===== config.mk =====
export PLATFORM = sky130hd
export DESIGN_NAME = multi_slot_software_timer_unit
export DESIGN_NICKNAME = d
export VERILOG_FILES = /design/src/rtl/mstu_pkg.sv /design/src/rtl/mstu_ram.sv /design/src/rtl/mstu_front.sv /design/src/rtl/mstu_back.sv /design/src/rtl/multi_slot_software_timer_unit.sv
export SDC_FILE = /design/constraint.sdc
export NUM_CORES = 1
export LEC_CHECK = 0
export BUFFER_PORTS_ARGS = -buffer_cell sky130_fd_sc_hd__clkbuf_2
export CAP_MARGIN = 10
export CORE_MARGIN = 5
export CORE_UTILIZATION = 60
export DETAILED_ROUTE_END_ITERATION = 10
export GPL_TIMING_DRIVEN = 0
export PLACE_DENSITY = 0.77
export SKIP_CTS_REPAIR_TIMING = 1
export SYNTH_ARGS = -nofsm -noshare
export SYNTH_HDL_FRONTEND = slang
export SYNTH_SLANG_ARGS = --single-unit

===== constraint.sdc =====
create_clock -name clk -period 9.1 [get_ports clk]
set_input_delay 1.365 -clock clk [delete_from_list [all_inputs] [get_ports clk]]
set_output_delay 1.365 -clock clk [all_outputs]
set_load 0.005 [all_outputs]

===== src/rtl/mstu_pkg.sv =====
// ----------------------------------------------------------------------------
// Timer unit package
// Shared constants, request and result types and state encodings for the
// multi-slot timer unit.
// ----------------------------------------------------------------------------
package mstu_pkg;

	localparam int NUM_TIMERS  = 16;
	localparam int MAX_EVENTS  = 16;
	localparam int SLOT_W      = (NUM_TIMERS > 1) ? $clog2(NUM_TIMERS) : 1;
	localparam int WALK_W      = $clog2(NUM_TIMERS + 1);
	localparam int EVT_W       = $clog2(MAX_EVENTS + 1);
	localparam int ID_W        = 4;
	localparam int MS_W        = 16;
	// Queue depth must stay a power of two so the pointers wrap on their own.
	localparam int QUEUE_DEPTH = 2;
	localparam int QPTR_W      = (QUEUE_DEPTH > 1) ? $clog2(QUEUE_DEPTH) : 1;
	localparam int QCNT_W      = $clog2(QUEUE_DEPTH + 1);

	typedef enum logic [1:0] {
		REQ_TICK  = 2'd0,
		REQ_SET   = 2'd1,
		REQ_KILL  = 2'd2,
		REQ_QUERY = 2'd3
	} req_type_t;

	typedef enum logic [2:0] {
		RESP_SET_OK     = 3'd0,
		RESP_FULL       = 3'd1,
		RESP_REMAINING  = 3'd2,
		RESP_NOT_ACTIVE = 3'd3,
		RESP_EXPIRY     = 3'd4
	} resp_kind_t;

	typedef enum logic [1:0] {
		BK_IDLE,
		BK_QUERY,
		BK_WALK,
		BK_DRAIN
	} back_state_t;

	// One classified request as it travels through the queue.
	typedef struct packed {
		req_type_t       kind;
		logic [ID_W-1:0] id;
		logic            id_ok;
		logic [MS_W-1:0] period;
		logic            shot;
	} req_t;

	// Head of the request queue as seen by the back end.
	typedef struct packed {
		logic valid;
		req_t req;
	} queue_head_t;

	// Per-slot payload held in the slot memory.
	typedef struct packed {
		logic            shot;
		logic [MS_W-1:0] period;
		logic [MS_W-1:0] left;
	} slot_entry_t;

	localparam int ENTRY_W = $bits(slot_entry_t);

	typedef struct packed {
		logic            valid;
		resp_kind_t      kind;
		logic [ID_W-1:0] slot;
		logic [MS_W-1:0] rem;
		logic            last;
	} result_t;

endpackage


===== src/rtl/mstu_ram.sv =====
// ----------------------------------------------------------------------------
// Generic RAM
// Single write port and single read port with registered read data.
// ----------------------------------------------------------------------------
module mstu_ram #(
	parameter int WIDTH = 8,
	parameter int DEPTH = 16
) (
	input  logic                                      clk,
	input  logic                                      we,
	input  logic [((DEPTH > 1) ? $clog2(DEPTH) : 1)-1:0] waddr,
	input  logic [WIDTH-1:0]                          wdata,
	input  logic                                      re,
	input  logic [((DEPTH > 1) ? $clog2(DEPTH) : 1)-1:0] raddr,
	output logic [WIDTH-1:0]                          rdata
);

	logic [WIDTH-1:0] mem_q [DEPTH];

	always_ff @(posedge clk) begin
		if (we) begin
			mem_q[waddr] <= wdata;
		end
		if (re) begin
			rdata <= mem_q[raddr];
		end
	end

endmodule


===== src/rtl/mstu_front.sv =====
// ----------------------------------------------------------------------------
// Timer unit front end
// Accepts requests, classifies them and holds them in a short queue.
// ----------------------------------------------------------------------------
module mstu_front (
	input  logic                        clk,
	input  logic                        arst_n,
	input  logic                        start,
	output logic                        busy,
	input  logic [1:0]                  req_type,
	input  logic [mstu_pkg::ID_W-1:0]   timer_id,
	input  logic [mstu_pkg::MS_W-1:0]   period_ms,
	input  logic                        single_shot,
	output mstu_pkg::queue_head_t       head,
	input  logic                        pop
);

	mstu_pkg::req_t                     q_mem_q [mstu_pkg::QUEUE_DEPTH];
	logic [mstu_pkg::QPTR_W-1:0]        wr_ptr_q;
	logic [mstu_pkg::QPTR_W-1:0]        rd_ptr_q;
	logic [mstu_pkg::QCNT_W-1:0]        cnt_q;
	logic                               push;
	mstu_pkg::req_t                     req_in;

	assign busy = (cnt_q == mstu_pkg::QCNT_W'(mstu_pkg::QUEUE_DEPTH));
	assign push = start && !busy;

	// Classification: decode the kind and check the slot id against the table.
	always_comb begin
		req_in.kind   = mstu_pkg::req_type_t'(req_type);
		req_in.id     = timer_id;
		req_in.id_ok  = (32'(timer_id) < mstu_pkg::NUM_TIMERS);
		req_in.period = period_ms;
		req_in.shot   = single_shot;
	end

	assign head.valid = (cnt_q != '0);
	assign head.req   = q_mem_q[rd_ptr_q];

	always_ff @(posedge clk) begin
		if (push) begin
			q_mem_q[wr_ptr_q] <= req_in;
		end
	end

	always_ff @(posedge clk or negedge arst_n) begin
		if (!arst_n) begin
			wr_ptr_q <= '0;
			rd_ptr_q <= '0;
			cnt_q    <= '0;
		end else begin
			if (push) begin
				wr_ptr_q <= wr_ptr_q + 1'b1;
			end
			if (pop) begin
				rd_ptr_q <= rd_ptr_q + 1'b1;
			end
			if (push && !pop) begin
				cnt_q <= cnt_q + 1'b1;
			end else if (pop && !push) begin
				cnt_q <= cnt_q - 1'b1;
			end
		end
	end

endmodule


===== src/rtl/mstu_back.sv =====
// ----------------------------------------------------------------------------
// Timer unit back end
// Executes queued requests against the slot table and produces results.
// ----------------------------------------------------------------------------
module mstu_back (
	input  logic                  clk,
	input  logic                  arst_n,
	input  mstu_pkg::queue_head_t head,
	output logic                  pop,
	output mstu_pkg::result_t     result
);

	localparam int SW  = mstu_pkg::SLOT_W;
	localparam int WW  = mstu_pkg::WALK_W;
	localparam int EW  = mstu_pkg::EVT_W;
	localparam int IDW = mstu_pkg::ID_W;
	localparam int MW  = mstu_pkg::MS_W;
	localparam int N   = mstu_pkg::NUM_TIMERS;

	mstu_pkg::back_state_t  state_q, state_d;
	logic [WW-1:0]          rd_idx_q, rd_idx_d;
	logic                   vld_s1, vld_d;
	logic [SW-1:0]          idx_s1, idx_d;
	logic                   pend_vld_q, pend_vld_d;
	logic [SW-1:0]          pend_slot_q, pend_slot_d;
	logic [EW-1:0]          ev_cnt_q, ev_cnt_d;
	logic [N-1:0]           active_q, active_d;
	logic [N-1:0]           fresh_q, fresh_d;
	logic [IDW-1:0]         q_id_q, q_id_d;
	logic                   q_hit_q, q_hit_d;
	mstu_pkg::result_t      res_q, res_d;

	logic                   ram_we;
	logic [SW-1:0]          ram_waddr;
	mstu_pkg::slot_entry_t  ram_wdata;
	logic                   ram_re;
	logic [SW-1:0]          ram_raddr;
	logic [mstu_pkg::ENTRY_W-1:0] ram_rdata;
	mstu_pkg::slot_entry_t  rd;

	logic                   free_found;
	logic [SW-1:0]          free_idx;
	logic [SW-1:0]          head_idx;
	logic [MW-1:0]          cnt_src;
	logic [MW-1:0]          cnt_dec;
	logic [MW-1:0]          set_left;

	mstu_ram #(
		.WIDTH(mstu_pkg::ENTRY_W),
		.DEPTH(N)
	) u_slot_ram (
		.clk  (clk),
		.we   (ram_we),
		.waddr(ram_waddr),
		.wdata(ram_wdata),
		.re   (ram_re),
		.raddr(ram_raddr),
		.rdata(ram_rdata)
	);

	assign rd       = ram_rdata;
	assign head_idx = SW'(head.req.id);
	assign set_left = (head.req.period != '0) ? head.req.period - 1'b1 : '0;
	assign result   = res_q;

	// Lowest free slot.
	always_comb begin
		free_found = 1'b0;
		free_idx   = '0;
		for (int i = N - 1; i >= 0; i--) begin
			if (!active_q[i]) begin
				free_found = 1'b1;
				free_idx   = SW'(i);
			end
		end
	end

	// Countdown of the slot whose entry has just come out of the memory.
	assign cnt_src = fresh_q[idx_s1] ? rd.period : rd.left;
	assign cnt_dec = (cnt_src != '0) ? cnt_src - 1'b1 : '0;

	always_comb begin
		state_d     = state_q;
		pop         = 1'b0;
		rd_idx_d    = rd_idx_q;
		vld_d       = 1'b0;
		idx_d       = idx_s1;
		pend_vld_d  = pend_vld_q;
		pend_slot_d = pend_slot_q;
		ev_cnt_d    = ev_cnt_q;
		active_d    = active_q;
		fresh_d     = fresh_q;
		q_id_d      = q_id_q;
		q_hit_d     = q_hit_q;
		res_d       = '0;
		ram_we      = 1'b0;
		ram_waddr   = idx_s1;
		ram_wdata   = rd;
		ram_re      = 1'b0;
		ram_raddr   = '0;

		unique case (state_q)
			mstu_pkg::BK_IDLE: begin
				if (head.valid) begin
					pop = 1'b1;
					unique case (head.req.kind)
						mstu_pkg::REQ_TICK: begin
							rd_idx_d   = '0;
							pend_vld_d = 1'b0;
							ev_cnt_d   = '0;
							state_d    = mstu_pkg::BK_WALK;
						end
						mstu_pkg::REQ_SET: begin
							res_d.valid = 1'b1;
							res_d.last  = 1'b1;
							if (free_found) begin
								ram_we             = 1'b1;
								ram_waddr          = free_idx;
								ram_wdata.shot     = head.req.shot;
								ram_wdata.period   = head.req.period;
								ram_wdata.left     = set_left;
								active_d[free_idx] = 1'b1;
								fresh_d[free_idx]  = 1'b1;
								res_d.kind         = mstu_pkg::RESP_SET_OK;
								res_d.slot         = IDW'(free_idx);
							end else begin
								res_d.kind = mstu_pkg::RESP_FULL;
							end
						end
						mstu_pkg::REQ_KILL: begin
							if (head.req.id_ok) begin
								active_d[head_idx] = 1'b0;
							end
						end
						mstu_pkg::REQ_QUERY: begin
							ram_re    = 1'b1;
							ram_raddr = head_idx;
							q_id_d    = head.req.id;
							q_hit_d   = head.req.id_ok && active_q[head_idx];
							state_d   = mstu_pkg::BK_QUERY;
						end
						default: begin
						end
					endcase
				end
			end
			mstu_pkg::BK_QUERY: begin
				res_d.valid = 1'b1;
				res_d.last  = 1'b1;
				res_d.slot  = q_id_q;
				if (q_hit_q) begin
					res_d.kind = mstu_pkg::RESP_REMAINING;
					res_d.rem  = rd.left;
				end else begin
					res_d.kind = mstu_pkg::RESP_NOT_ACTIVE;
				end
				state_d = mstu_pkg::BK_IDLE;
			end
			mstu_pkg::BK_WALK: begin
				if (rd_idx_q != WW'(N)) begin
					ram_re    = 1'b1;
					ram_raddr = rd_idx_q[SW-1:0];
					vld_d     = 1'b1;
					idx_d     = rd_idx_q[SW-1:0];
					rd_idx_d  = rd_idx_q + 1'b1;
				end else begin
					state_d = mstu_pkg::BK_DRAIN;
				end
			end
			mstu_pkg::BK_DRAIN: begin
				if (pend_vld_q) begin
					res_d.valid = 1'b1;
					res_d.kind  = mstu_pkg::RESP_EXPIRY;
					res_d.slot  = IDW'(pend_slot_q);
					res_d.last  = 1'b1;
				end
				pend_vld_d = 1'b0;
				state_d    = mstu_pkg::BK_IDLE;
			end
			default: begin
				state_d = mstu_pkg::BK_IDLE;
			end
		endcase

		// Tick walk, second stage: count down and write back one slot. An
		// expiry is held back one event so the final one can carry last.
		if (vld_s1 && active_q[idx_s1]) begin
			ram_we          = 1'b1;
			ram_waddr       = idx_s1;
			ram_wdata.left  = cnt_dec;
			fresh_d[idx_s1] = 1'b0;
			if (cnt_dec == '0) begin
				if (rd.shot) begin
					active_d[idx_s1] = 1'b0;
				end else begin
					fresh_d[idx_s1] = 1'b1;
				end
				if (ev_cnt_q < EW'(mstu_pkg::MAX_EVENTS)) begin
					if (pend_vld_q) begin
						res_d.valid = 1'b1;
						res_d.kind  = mstu_pkg::RESP_EXPIRY;
						res_d.slot  = IDW'(pend_slot_q);
						res_d.last  = 1'b0;
					end
					pend_vld_d  = 1'b1;
					pend_slot_d = idx_s1;
					ev_cnt_d    = ev_cnt_q + 1'b1;
				end
			end
		end
	end

	always_ff @(posedge clk or negedge arst_n) begin
		if (!arst_n) begin
			state_q     <= mstu_pkg::BK_IDLE;
			rd_idx_q    <= '0;
			vld_s1      <= 1'b0;
			idx_s1      <= '0;
			pend_vld_q  <= 1'b0;
			pend_slot_q <= '0;
			ev_cnt_q    <= '0;
			active_q    <= '0;
			fresh_q     <= '0;
			q_id_q      <= '0;
			q_hit_q     <= 1'b0;
			res_q       <= '0;
		end else begin
			state_q     <= state_d;
			rd_idx_q    <= rd_idx_d;
			vld_s1      <= vld_d;
			idx_s1      <= idx_d;
			pend_vld_q  <= pend_vld_d;
			pend_slot_q <= pend_slot_d;
			ev_cnt_q    <= ev_cnt_d;
			active_q    <= active_d;
			fresh_q     <= fresh_d;
			q_id_q      <= q_id_d;
			q_hit_q     <= q_hit_d;
			res_q       <= res_d;
		end
	end

	// Set and query answers are always the only result of their request.
	a_single_is_last: assert property (@(posedge clk) disable iff (!arst_n)
		res_q.valid && res_q.kind != mstu_pkg::RESP_EXPIRY |-> res_q.last)
		else $error("set or query result without last");

	// A held expiry is flushed as the final event of the tick.
	a_drain_flush: assert property (@(posedge clk) disable iff (!arst_n)
		state_q == mstu_pkg::BK_DRAIN && pend_vld_q |=> res_q.valid && res_q.last)
		else $error("pending expiry not flushed with last");

	// Expiry events come only from the tick walk.
	a_expiry_origin: assert property (@(posedge clk) disable iff (!arst_n)
		res_q.valid && res_q.kind == mstu_pkg::RESP_EXPIRY |->
		$past(state_q) == mstu_pkg::BK_WALK || $past(state_q) == mstu_pkg::BK_DRAIN)
		else $error("expiry event outside a tick");

	// A query never alters the slot table.
	a_query_stable: assert property (@(posedge clk) disable iff (!arst_n)
		state_q == mstu_pkg::BK_QUERY |=> $stable(active_q) && $stable(fresh_q))
		else $error("slot state changed during query");

endmodule


===== src/rtl/multi_slot_software_timer_unit.sv =====
// ----------------------------------------------------------------------------
// Multi-slot software timer unit
// Table of millisecond timer slots with set, kill, query and tick requests.
// ----------------------------------------------------------------------------
// Path: a set result passes the queue and then the result register; a
// query result passes the queue, the BK_QUERY memory read and the result
// register; a kill gives no result. The back end finishes each request
// before it pops the next, and a tick walks the slot memory one slot per cycle.
// Reset clears all slots to inactive at once; the receiver cannot stall.
module multi_slot_software_timer_unit (
	input  logic                      clk,
	input  logic                      arst_n,
	input  logic                      start,
	output logic                      busy,
	input  logic [1:0]                req_type,
	input  logic [mstu_pkg::ID_W-1:0] timer_id,
	input  logic [mstu_pkg::MS_W-1:0] period_ms,
	input  logic                      single_shot,
	output logic                      strobe,
	output logic [2:0]                resp_kind,
	output logic [mstu_pkg::ID_W-1:0] slot_id,
	output logic [mstu_pkg::MS_W-1:0] remaining_ms,
	output logic                      last
);

	// The front end takes an item whenever its two-entry queue has room, so
	// the caller can post the next request while a tick walk is still running.
	mstu_pkg::queue_head_t head;
	logic                  pop;
	mstu_pkg::result_t     result;

	mstu_front u_front (
		.clk        (clk),
		.arst_n     (arst_n),
		.start      (start),
		.busy       (busy),
		.req_type   (req_type),
		.timer_id   (timer_id),
		.period_ms  (period_ms),
		.single_shot(single_shot),
		.head       (head),
		.pop        (pop)
	);

	// The back end owns the slot table: active and fresh flags live in
	// flip-flops, while the period, remaining count and single-shot flag of
	// each slot live in a small memory. A tick streams through that memory,
	// reading one slot and writing back the previous one every cycle.
	mstu_back u_back (
		.clk   (clk),
		.arst_n(arst_n),
		.head  (head),
		.pop   (pop),
		.result(result)
	);

	// Results come straight from the back end's output register; each one is
	// on the ports for a single cycle.
	assign strobe       = result.valid;
	assign resp_kind    = result.kind;
	assign slot_id      = result.slot;
	assign remaining_ms = result.rem;
	assign last         = result.last;

endmodule

---- Word level (Yosys, flattened, before mapping) ----
Memories as Yosys holds them, arrays and structs flattened. A register that Yosys moved wholly into a read port is not among the register bits.
Index checks and enable logic that the tools add are counted.
cells by class
  $add $sub $neg .......................... 8
  $lt $le $gt $ge ......................... 7
  eq/ne operators ......................... 13
  mux-type cells .......................... 135
  bitwise logic cells ..................... 8
  reductions and logical operators ........ 25
operators by type and width
  cell                   number
  $mux 16                20
  $mux 33                4
  $mux 4                 25
  $mux 8                 7
  $mux 1                 51
  $and 16x16->16         3
  $or 16x16->16          3
  $mux 5                 9
  $not 16->16            2
  $pmux 16 s2            1
  $reduce_bool 16->1     2
  $sub 16x1->16 const B  2
  $pmux 8 s3             1
  $logic_not 16->1       1
  $lt 4x5->1 const B     3
  $bmux 1 s4             3
  $demux 1 s4            3
  $ge 4x1->1 const B     3
  $add 5x1->5 const B    2
  $eq 2x2->1 const B     5
  $pmux 5 s2             1
  $reduce_and 3->1       3
  $mux 2                 4
  $pmux 4 s2             1
  21 further kinds       37
word-level totals
  register bits after elaboration ......... 88
  bits in writable memories ............... 574
  output and inout port bits .............. 26
  memories kept ........................... 2
memory list
  name                     words  bits a word  rd ports  clocked after memory_dff  wr ports  RTL line          RTL
  u_back.u_slot_ram.mem_q  16     33           1         1                         1         mstu_ram.sv:18    logic [WIDTH-1:0] mem_q [DEPTH];
  u_front.q_mem_q          2      23           1         0                         1         mstu_front.sv:18  mstu_pkg::req_t q_mem_q [mstu_pkg::QUEUE_DEPTH];

---- Depth between registers and ports, before layout ----
Gate-level depths: netlist (run 1).
  depth in word-level cells ............... 30
  gate-level depth with buffers ........... 21
  gate-level depth less buffers ........... 15

---- Modules after synthesis ----
From an unflattened synthesis (run 1), not the netlist that was laid out.
unflattened totals
  cell total of the unflattened synthesis .. 1783
  area total of the unflattened synthesis .. 29435.7 sq um
modules (own cells, without submodules)
  module      instances  cells an instance  area an instance (sq um)  seq. area each (sq um)
  mstu_ram    1          864                20961.4                   16846.2
  mstu_back   1          826                6502.5                    2102.0
  mstu_front  1          93                 1971.9                    1481.4

---- Worst setup path before layout (run 1) ----
Ideal clock, no wire load.
  kind .................................... register to register
  start point ............................. register u_front.rd_ptr_q
  end point ............................... memory u_back.u_slot_ram.mem_q[13][0] in the netlist's numbering (enable)
  library setup time ...................... 0.471 ns
  arrival ................................. 6.248 ns
  data required time ...................... 8.629 ns
  path slack .............................. 2.380 ns
  cell stages (with the launch flop) ...... 15
  buffers on the path ..................... 7
  clock period less this slack ............ 6.720 ns
  cell sequence ........................... dfrtp_1 clkbuf_1 clkbuf_1 clkbuf_1 buf_2 buf_1 buf_2 mux2i_1 ha_1 nand2_1 a21o_1 nor2_1 mux2_2 buf_2 nor3b_1
on the way
  word-level cells in the longest chain between the ends .. 8
  elaborated cells between the ends (all ways) .. 12
RTL lines
  what                          RTL line          RTL
  from (decl)                   mstu_front.sv:20  logic [mstu_pkg::QPTR_W-1:0] rd_ptr_q;
  from (signal assigned)        mstu_front.sv:56  rd_ptr_q <= rd_ptr_q + 1'b1;
  $mem_v2 2x23 (*)              --
  $eq 2x1->1 (*)                mstu_back.sv:106  unique case (head.req.kind)
  $mux 1                        mstu_back.sv:106
  $mux 1                        mstu_back.sv:104  if (head.valid) begin
  $mux 1                        mstu_back.sv:102  unique case (state_q)
  $mux 1                        mstu_back.sv:187  if (vld_s1 && active_q[idx_s1]) begin
  $mux 1                        mstu_ram.sv:21    if (we) begin
  $mux 1 (implied by the code)  mstu_ram.sv:22    mem_q[waddr] <= wdata;
  to (decl)                     mstu_ram.sv:18
Every way passes the cells marked *; elsewhere a longest branch is shown, timed or not.

---- Worst setup path in the final report (run 1) ----
  start point ............................. register u_front.rd_ptr_q
  end point ............................... register u_back.u_slot_ram.rdata[9], read port of u_back.u_slot_ram.mem_q, data pin
on the way
  word-level cells in the longest chain between the ends .. 5
  elaborated cells between the ends (all ways) .. 8
RTL lines
  what                                      RTL line          RTL
  $mem_v2 2x23 (*)                          --
  $eq 2x2->1                                mstu_back.sv:106
  $mux 4 or $mux 1 (tied branches)          mstu_back.sv:106
  $mux 4 or $mux 1 (tied branches)          mstu_back.sv:104
  $pmux 4 s2 or $pmux 1 s2 (tied branches)  mstu_back.sv:102
  to (decl)                                 mstu_ram.sv:15    output logic [WIDTH-1:0] rdata
Marked as above.
A chain may end at the register's enable or synchronous reset.

==> reports/metrics.cfg, run 1 <==
[run_status]
status=completed

[floorplan]
placementRows=82
ios=52
die_area_um2=55300
core-area_um2=50200
initial_core_util_pct=60.6
die_h_um=235
die_w_um=235

[route]
ant_nets=0
wl_um=86700
dr.pass1.iters=6
vias_per_cell=6.57
vias=21064
drt_iter0_markers=2628
drc=0
routedWlPerCell_um=27.0

[power_and_ir_drop]
p_leak_nw=12.1
irDropWorstVdd_uv=252
power_density_nw_per_um2=332
p_total_mw=11.5

[sta]
rsz0062_at_grt=false
period_share_pct=85.5
setup_viol=0
relSlewSlack_pct=15.9
maxSlewViolCount=0
max_freq_mhz=129
hold_violations=0
holdWs_ns=0.480
fin_crit_ns=7.78
fin_skew_ns=0.0267
worstMarginPinSlew_ns=1.25

[synthesis]
syn-num-nets=2335
ys_ff_latch=695
synth_area_um2=30400
synth_seq_area_share_pct=67.2
synth-main-ff-cell=edfxtp_1
yosysWarnings=0
syn_area_per_cell_um2=13.2
synth_edf_count=607
async_reset_ff_share_pct=12.7
syn_inst=2294
synth_cell_types=77

[clock_network]
cts_tree=built
clockBufferDepth=3
cts_num_sinks=695
root_buffer=clkbuf_16
path_clk_slew_ns=0.06
cts_buffers=71
htree_levels=3
clkLatencyLatePin_ns=0.63

[global_routing]
antenna_found_initial=4
first_global_vias=20700
grt_max_degree=66
grt_pass1_wl_um=128000
grt.overflow.total=0
track_usage_pct=30.4

[layout]
n_fill_cell=3355
nets=2522
seq_area_um2=20400
final_common_cell=edfxtp_1
post-route-util_pct=69.1
multiInputGateArea_um2=9400
final_cell_mix=edfxtp_1 (607), a211oi_1 (250), nand2_1 (229)
diodes=0
area_growth_syn_to_layout_pct=14.0
drive_gt1_share_pct=11.8
final_cells=3207
finalInstanceArea_um2=34700

[place]
dp.final_hpwl_um=60600
dp_cells=3078
io_buffers=51
gp_congestion=0.975
place_area_um2=32400

[job]
drv_cap=0

[setup_path]
crit_fanout=10
worstPathRequired_ns=9.44
critPathKind=flop to flop
arrival_ns=8.12
cp-start-kind=flop
endpoint_kind=flop

[worst_hold_path]
hp-class=flop to flop

==> power breakdown <==
part           total, mW  switching, mW  leakage, nW  internal, mW
Combinational       4.07           2.90         4.34          1.17
Sequential          4.62          0.241         6.68          4.38
Clock               2.81           1.21         1.10          1.60
==> final timing paths <==
| path | startpoint | slack, ns | end | depth (start not counted) |
|---|---|---|---|---|
| worst max-delay path | u_front.rd_ptr_q | 1.32 | u_back.u_slot_ram.rdata[9] | 19 |
| worst min-delay path | u_back.ev_cnt_q[4] | 0.48 | u_back.ev_cnt_q[4] | 2 |
| worst max register to register | u_front.rd_ptr_q | 1.32 | u_back.u_slot_ram.rdata[9] | 19 |
| worst min register to register | u_back.ev_cnt_q[4] | 0.48 | u_back.ev_cnt_q[4] | 2 |
| max in group asynchronous | arst_n | 7.75 | u_back.result[14] | 2 |
| min in group asynchronous | arst_n | 0.70 | u_back.active_q[6] | 1 |
==> routing by layer <==
layer	global-route usage (%)	share of wire [%]	wire length, um
met2	50.8	49	42100
met4	10.2	3.5	3070
met3	6.31	10	8670
met5	0	0.039	34
met1	40.4	38	32800
==> cell usage after synthesis (8+ instances only) <==
cell | n | area share (%)
nand3_1 | 16 | 0.26
and2_0 | 9 | 0.19
a22oi_1 | 15 | 0.37
and2_1 | 134 | 2.8
mux4_2 | 10 | 0.74
nor3_1 | 34 | 0.56
a211oi_1 | 250 | 6.2
ha_1 | 15 | 0.62
inv_1 | 27 | 0.33
nand2b_1 | 12 | 0.25
nand2_1 | 229 | 2.8
nor3b_1 | 14 | 0.35
xnor2_1 | 18 | 0.52
o31ai_1 | 8 | 0.20
a31oi_1 | 87 | 1.8
and3_1 | 24 | 0.49
nor2b_1 | 11 | 0.23
mux2i_1 | 106 | 3.5
nor2_1 | 78 | 0.96
o21ai_0 | 81 | 1.3
edfxtp_1 | 607 | 60
a221oi_1 | 12 | 0.35
buf_1 | 11 | 0.14
a21oi_1 | 116 | 1.9
xor2_1 | 17 | 0.49
dfrtp_1 | 88 | 7.2
mux2_2 | 14 | 0.52
nor4_1 | 11 | 0.23
nand4_1 | 9 | 0.19
clkbuf_1 | 128 | 1.6
==> flip-flops by register name, indices dropped and copies added, names as in the netlist <==
| signal | count |
|---|---|
| u_back.active_q | 16 |
| u_back.ev_cnt_q | 5 |
| u_back.fresh_q | 16 |
| u_back.idx_s1 | 4 |
| u_back.pend_slot_q | 4 |
| u_back.pend_vld_q | 1 |
| u_back.q_hit_q | 1 |
| u_back.q_id_q | 4 |
| u_back.rd_idx_q | 5 |
| u_back.result | 25 |
| u_back.state_q | 2 |
| u_back.u_slot_ram.mem_q | 528 |
| u_back.u_slot_ram.rdata | 33 |
| u_back.vld_s1 | 1 |
| u_front.cnt_q | 2 |
| u_front.q_mem_q | 46 |
| u_front.rd_ptr_q | 1 |
| u_front.wr_ptr_q | 1 |
==> stage by stage <==
step,setup slack [ns],setup TNS [ns]
6_report,1.32,0
4_1_cts,1.47,0
5_1_grt,1.05,0
2_1_floorplan,2.38,0
3_5_place_dp,1.45,0
3_3_place_gp,-1.23,-246.11
==> critical path: stages, from the launching register on <==
cell and delay, ns:
dfrtp_1 0.32, clkbuf_1 0.29, clkbuf_1 0.49, clkbuf_1 0.40, buf_2 0.29, buf_1 0.56, buf_2 0.46, mux2i_1 0.57
inv_1 0.14, ha_1 0.32, nand2_1 0.20, nor2_1 0.10, a21oi_1 0.48, clkbuf_1 0.70, clkbuf_1 0.73, clkbuf_1 0.48
nand2_1 0.10, a31oi_1 0.26, a21oi_1 0.12, a21oi_1 0.46
==> area by class of cell <==
cell class,count,share of cell area (%)
multi-input cells,1422,27.1
clock buffers,87,5.45
repair buffers,114,2.97
flip-flops and latches,695,58.9
inverters,27,0.292
plain buffers,150,1.74
clock inverters,40,1.04
well taps,672,2.43
==> cells by family (layout without fill, tap and decap cells) <==
family	count (synthesis)	count (layout)	synth area share (%)
mux	130	130	4.75
simple gates	617	617	10.2
flops	695	695	67.2
fa+ha+maj	15	15	0.618
compound gates	625	625	13.8
buf+inv	177	418	2.31
xor+xnor	35	35	1.01
(Power assumes the default switching activity.)
==> run 2, diff against run 1 <==
--- a/config.mk
+++ b/config.mk
@@ -15,4 +15,6 @@
 export SKIP_CTS_REPAIR_TIMING = 1
 export SYNTH_ARGS = -nofsm -noshare
 export SYNTH_HDL_FRONTEND = slang
+export SYNTH_HIERARCHICAL = 1
 export SYNTH_SLANG_ARGS = --single-unit
+export TNS_END_PERCENT = 30
==> reports/metrics.cfg, run 2 <==
[run_status]
status=completed

[sta]
worstMarginPinSlew_ns=1.15  ; -0.106 ns
setup_viol=0  ; unchanged
rsz0062_at_grt=false
max_freq_mhz=150  ; +16%
fin_crit_ns=6.68  ; -1.10 ns
period_share_pct=73.4  ; -12 points
tns_ns=0  ; unchanged
maxSlewViolCount=0  ; unchanged
hold_violations=0  ; unchanged
relSlewSlack_pct=23.1  ; +7.2 points
fin_skew_ns=0.0238  ; -0.00288 ns

[synthesis]
synth_edf_count=607  ; unchanged
synth_area_um2=29400  ; -3.1%
syn-num-nets=1825  ; -22%
yosysMostFrequentCell=edfxtp_1
yosys.area.top_type=edfxtp_1
netlist_top_cells_count=edfxtp_1 (607), nand2_1 (196), mux4_2 (127)
synth-main-ff-cell=edfxtp_1
syn_inst=1783  ; -22%
syn_area_per_cell_um2=16.5  ; +25%
synth_seq_area_share_pct=69.4  ; +2.2 points
ys_ff_latch=695  ; unchanged
yosysWarnings=6  ; +6
synth_top_area_share_pct=61.9  ; +1.9 points
netlist_top_cells_area=edfxtp_1 (62%), mux4_2 (9.7%), dfrtp_1 (7.5%), nand2_1 (2.5%), a22oi_1 (2.0%)
async_reset_ff_share_pct=12.7  ; unchanged
synth_cell_types=67  ; -13%

[setup_path]
crit_start=u_back/idx_s1[1]
path_cells=buf_2 > mux4_2 > mux2i_1 > mux2i_2 > clkbuf_1 > clkbuf_1 > buf_1 > mux2i_1 > ha_1 > clkbuf_1 > nand2_1 > xnor2_1 > mux2i_1 > nand2_1 > or4_1 > a211oi_2 > and2_1 > buf_4 > mux2_1
cp-start-kind=flop
critPathSlowestCell=mux2i_2
max_stage_delay_ns=0.67  ; -0.06 ns
arrival_ns=7.16  ; -0.96 ns
crit_fanout=10  ; unchanged
endpoint_kind=flop
critPathKind=flop to flop
r2r-start=u_back/idx_s1[1]
worstPathRequired_ns=9.58  ; +0.14 ns

[route]
wl_um=76500  ; -12%
vias_per_cell=6.62  ; +0.78%
routedWlPerCell_um=28.7  ; +6.2%
drc=0  ; unchanged
ant_nets=0  ; unchanged
drt_iter0_markers=2137  ; -19%
dr.pass1.iters=5  ; -1
vias=17634  ; -16%

[layout]
n_fill_cell=3120  ; -7.0%
drive_gt1_share_pct=20.7  ; +8.9 points
diodes=0  ; unchanged
area_growth_syn_to_layout_pct=13.9
largest_register_ffs=528  ; unchanged
top_regs=u_back/u_slot_ram/mem_q x528, u_front/q_mem_q x46, u_back/u_slot_ram/rdata x33
final_cell_mix=edfxtp_1 (607), nand2_1 (195), mux4_2 (127)
final_common_cell=edfxtp_1
nets=1988  ; -21%
top_register=u_back/u_slot_ram/mem_q

[floorplan]
die_w_um=231  ; -1.5%
core-area_um2=48700  ; -2.8%
initial_core_util_pct=60.4  ; -0.19 points
placementRows=81  ; -1.2%
die_h_um=231  ; -1.5%
ios=52  ; unchanged
die_area_um2=53600  ; -3.0%

[clock_network]
htree_levels=3  ; unchanged
cts_buffers=71  ; unchanged
path_clk_slew_ns=0.06  ; about the same
cts_tree=built
clkLatencyLatePin_ns=0.62  ; about the same
cts_num_sinks=695  ; unchanged
clockBufferDepth=3  ; unchanged
root_buffer=clkbuf_16

[worst_hold_path]
hp-class=flop to flop
worstHoldStart=u_back/ev_cnt_q[3]

[job]
drv_cap=0  ; unchanged

[global_routing]
track_usage_pct=28.6  ; -1.8 points
antenna_found_initial=0  ; -4
grt.overflow.total=0  ; unchanged
first_global_vias=17521  ; -15%
grt_max_degree=69  ; +4.5%
grt_pass1_wl_um=113000  ; -12%

[place]
io_buffers=51  ; unchanged
gp_congestion=0.956  ; -1.9%
dp.final_hpwl_um=50700  ; -16%

[power_and_ir_drop]
p_total_mw=11.4  ; -0.85%
p_leak_nw=11.4  ; -5.9%
power_density_nw_per_um2=340  ; +2.5%
irDropWorstVdd_uv=215  ; -15%

-- run 2: changes by cell type after synthesis, sizes merged, moves of 19 or more --
cell and change:
a21oi -85, and2 -139, buf +19, a31oi -71, mux2i -89, nand2 -33
clkbuf -68, mux2 +20, o21ai -29, a211oi -242, mux4 +136, a22oi +63
-- run 2: report_power, final --
| group | internal, mW | switching, mW | total, mW | leakage, nW |
|---|---|---|---|---|
| logic | 1.33 | 2.47 | 3.80 | 3.62 |
| clock network | 1.71 | 1.20 | 2.90 | 1.11 |
| registers | 4.45 | 0.246 | 4.70 | 6.68 |
| total | 7.49 | 3.91 | 11.4 | 11.4 |
-- run 2: worst paths after layout --
path	slack (ns)	end	cells past startpoint
min in group asynchronous	0.68	u_back/active_q[4]	1
max reg2reg	2.42	u_back/result[20]	19
min reg2reg	0.48	u_back/ev_cnt_q[3]	1
max in group asynchronous	7.79	u_back/state_q[0]	2
max	2.42	u_back/result[20]	19
min	0.48	u_back/ev_cnt_q[3]	1
-- run 2: cell families after synthesis --
group                      count (synthesis)  synth area share (%)
DFF                                      695                  69.4
buffers and inverters                    126                  2.33
xor gates and xnor gates                  33                 0.982
and+or+nand+nor                          449                  7.01
adders and majority gates                 16                 0.680
other                                      1                0.0127
AOI/OAI and AO/OA                        266                  6.04
muxes                                    197                  13.5
-- run 2: through the flow --
stage	worst slack, ns	util (%)	instance area [um2]	hold slack (ns)	cells
6_report	2.42	68.8	33500	0.485	2664
5_1_grt	2.19	68.8	33500	0.507	2664
4_1_cts	2.63	68.8	33500	0.484	2664
3_5_place_dp	2.66	64.0	31200	0.474	2537
3_3_place_gp	0.345	62.6	30500	0.458	2498
2_1_floorplan	3.67	-	29400	0.446	1783
-- run 2: worst max-delay path, delay by kind of cell (launching register included) --
family | cells | cell delay (ns)
compound gates | 1 | 0.48
xor+xnor | 1 | 0.24
simple gates | 4 | 0.94
buf+inv | 6 | 2.34
fa+ha+maj | 1 | 0.24
flops | 1 | 0.45
mux | 6 | 1.85
-- run 2: area by class of cell --
cell class                      count  area [um2]  area share (%)
Buffer                            101         592            1.77
Sequential cell                   695       20400            60.9
Inverter                           25        93.8           0.280
Clock inverter                     29         337            1.00
Timing Repair Buffer               90         810            2.41
Clock buffer                       98        1990            5.94
Multi-Input combinational cell    962        8440            25.2
Tap cell                          664         831            2.48
-- run 2: routing by layer --
layer | GRT usage [%] | part of all wire [%] | vias up | routed length [um]
li1 | - | - | 7415 | -
met1 | 39.2 | 39 | 9040 | 29600
met2 | 47.2 | 49 | 985 | 37200
met3 | 5.68 | 8.8 | 194 | 6760
met4 | 9.08 | 3.7 | 0 | 2820
met5 | 0 | 0 | - | 0
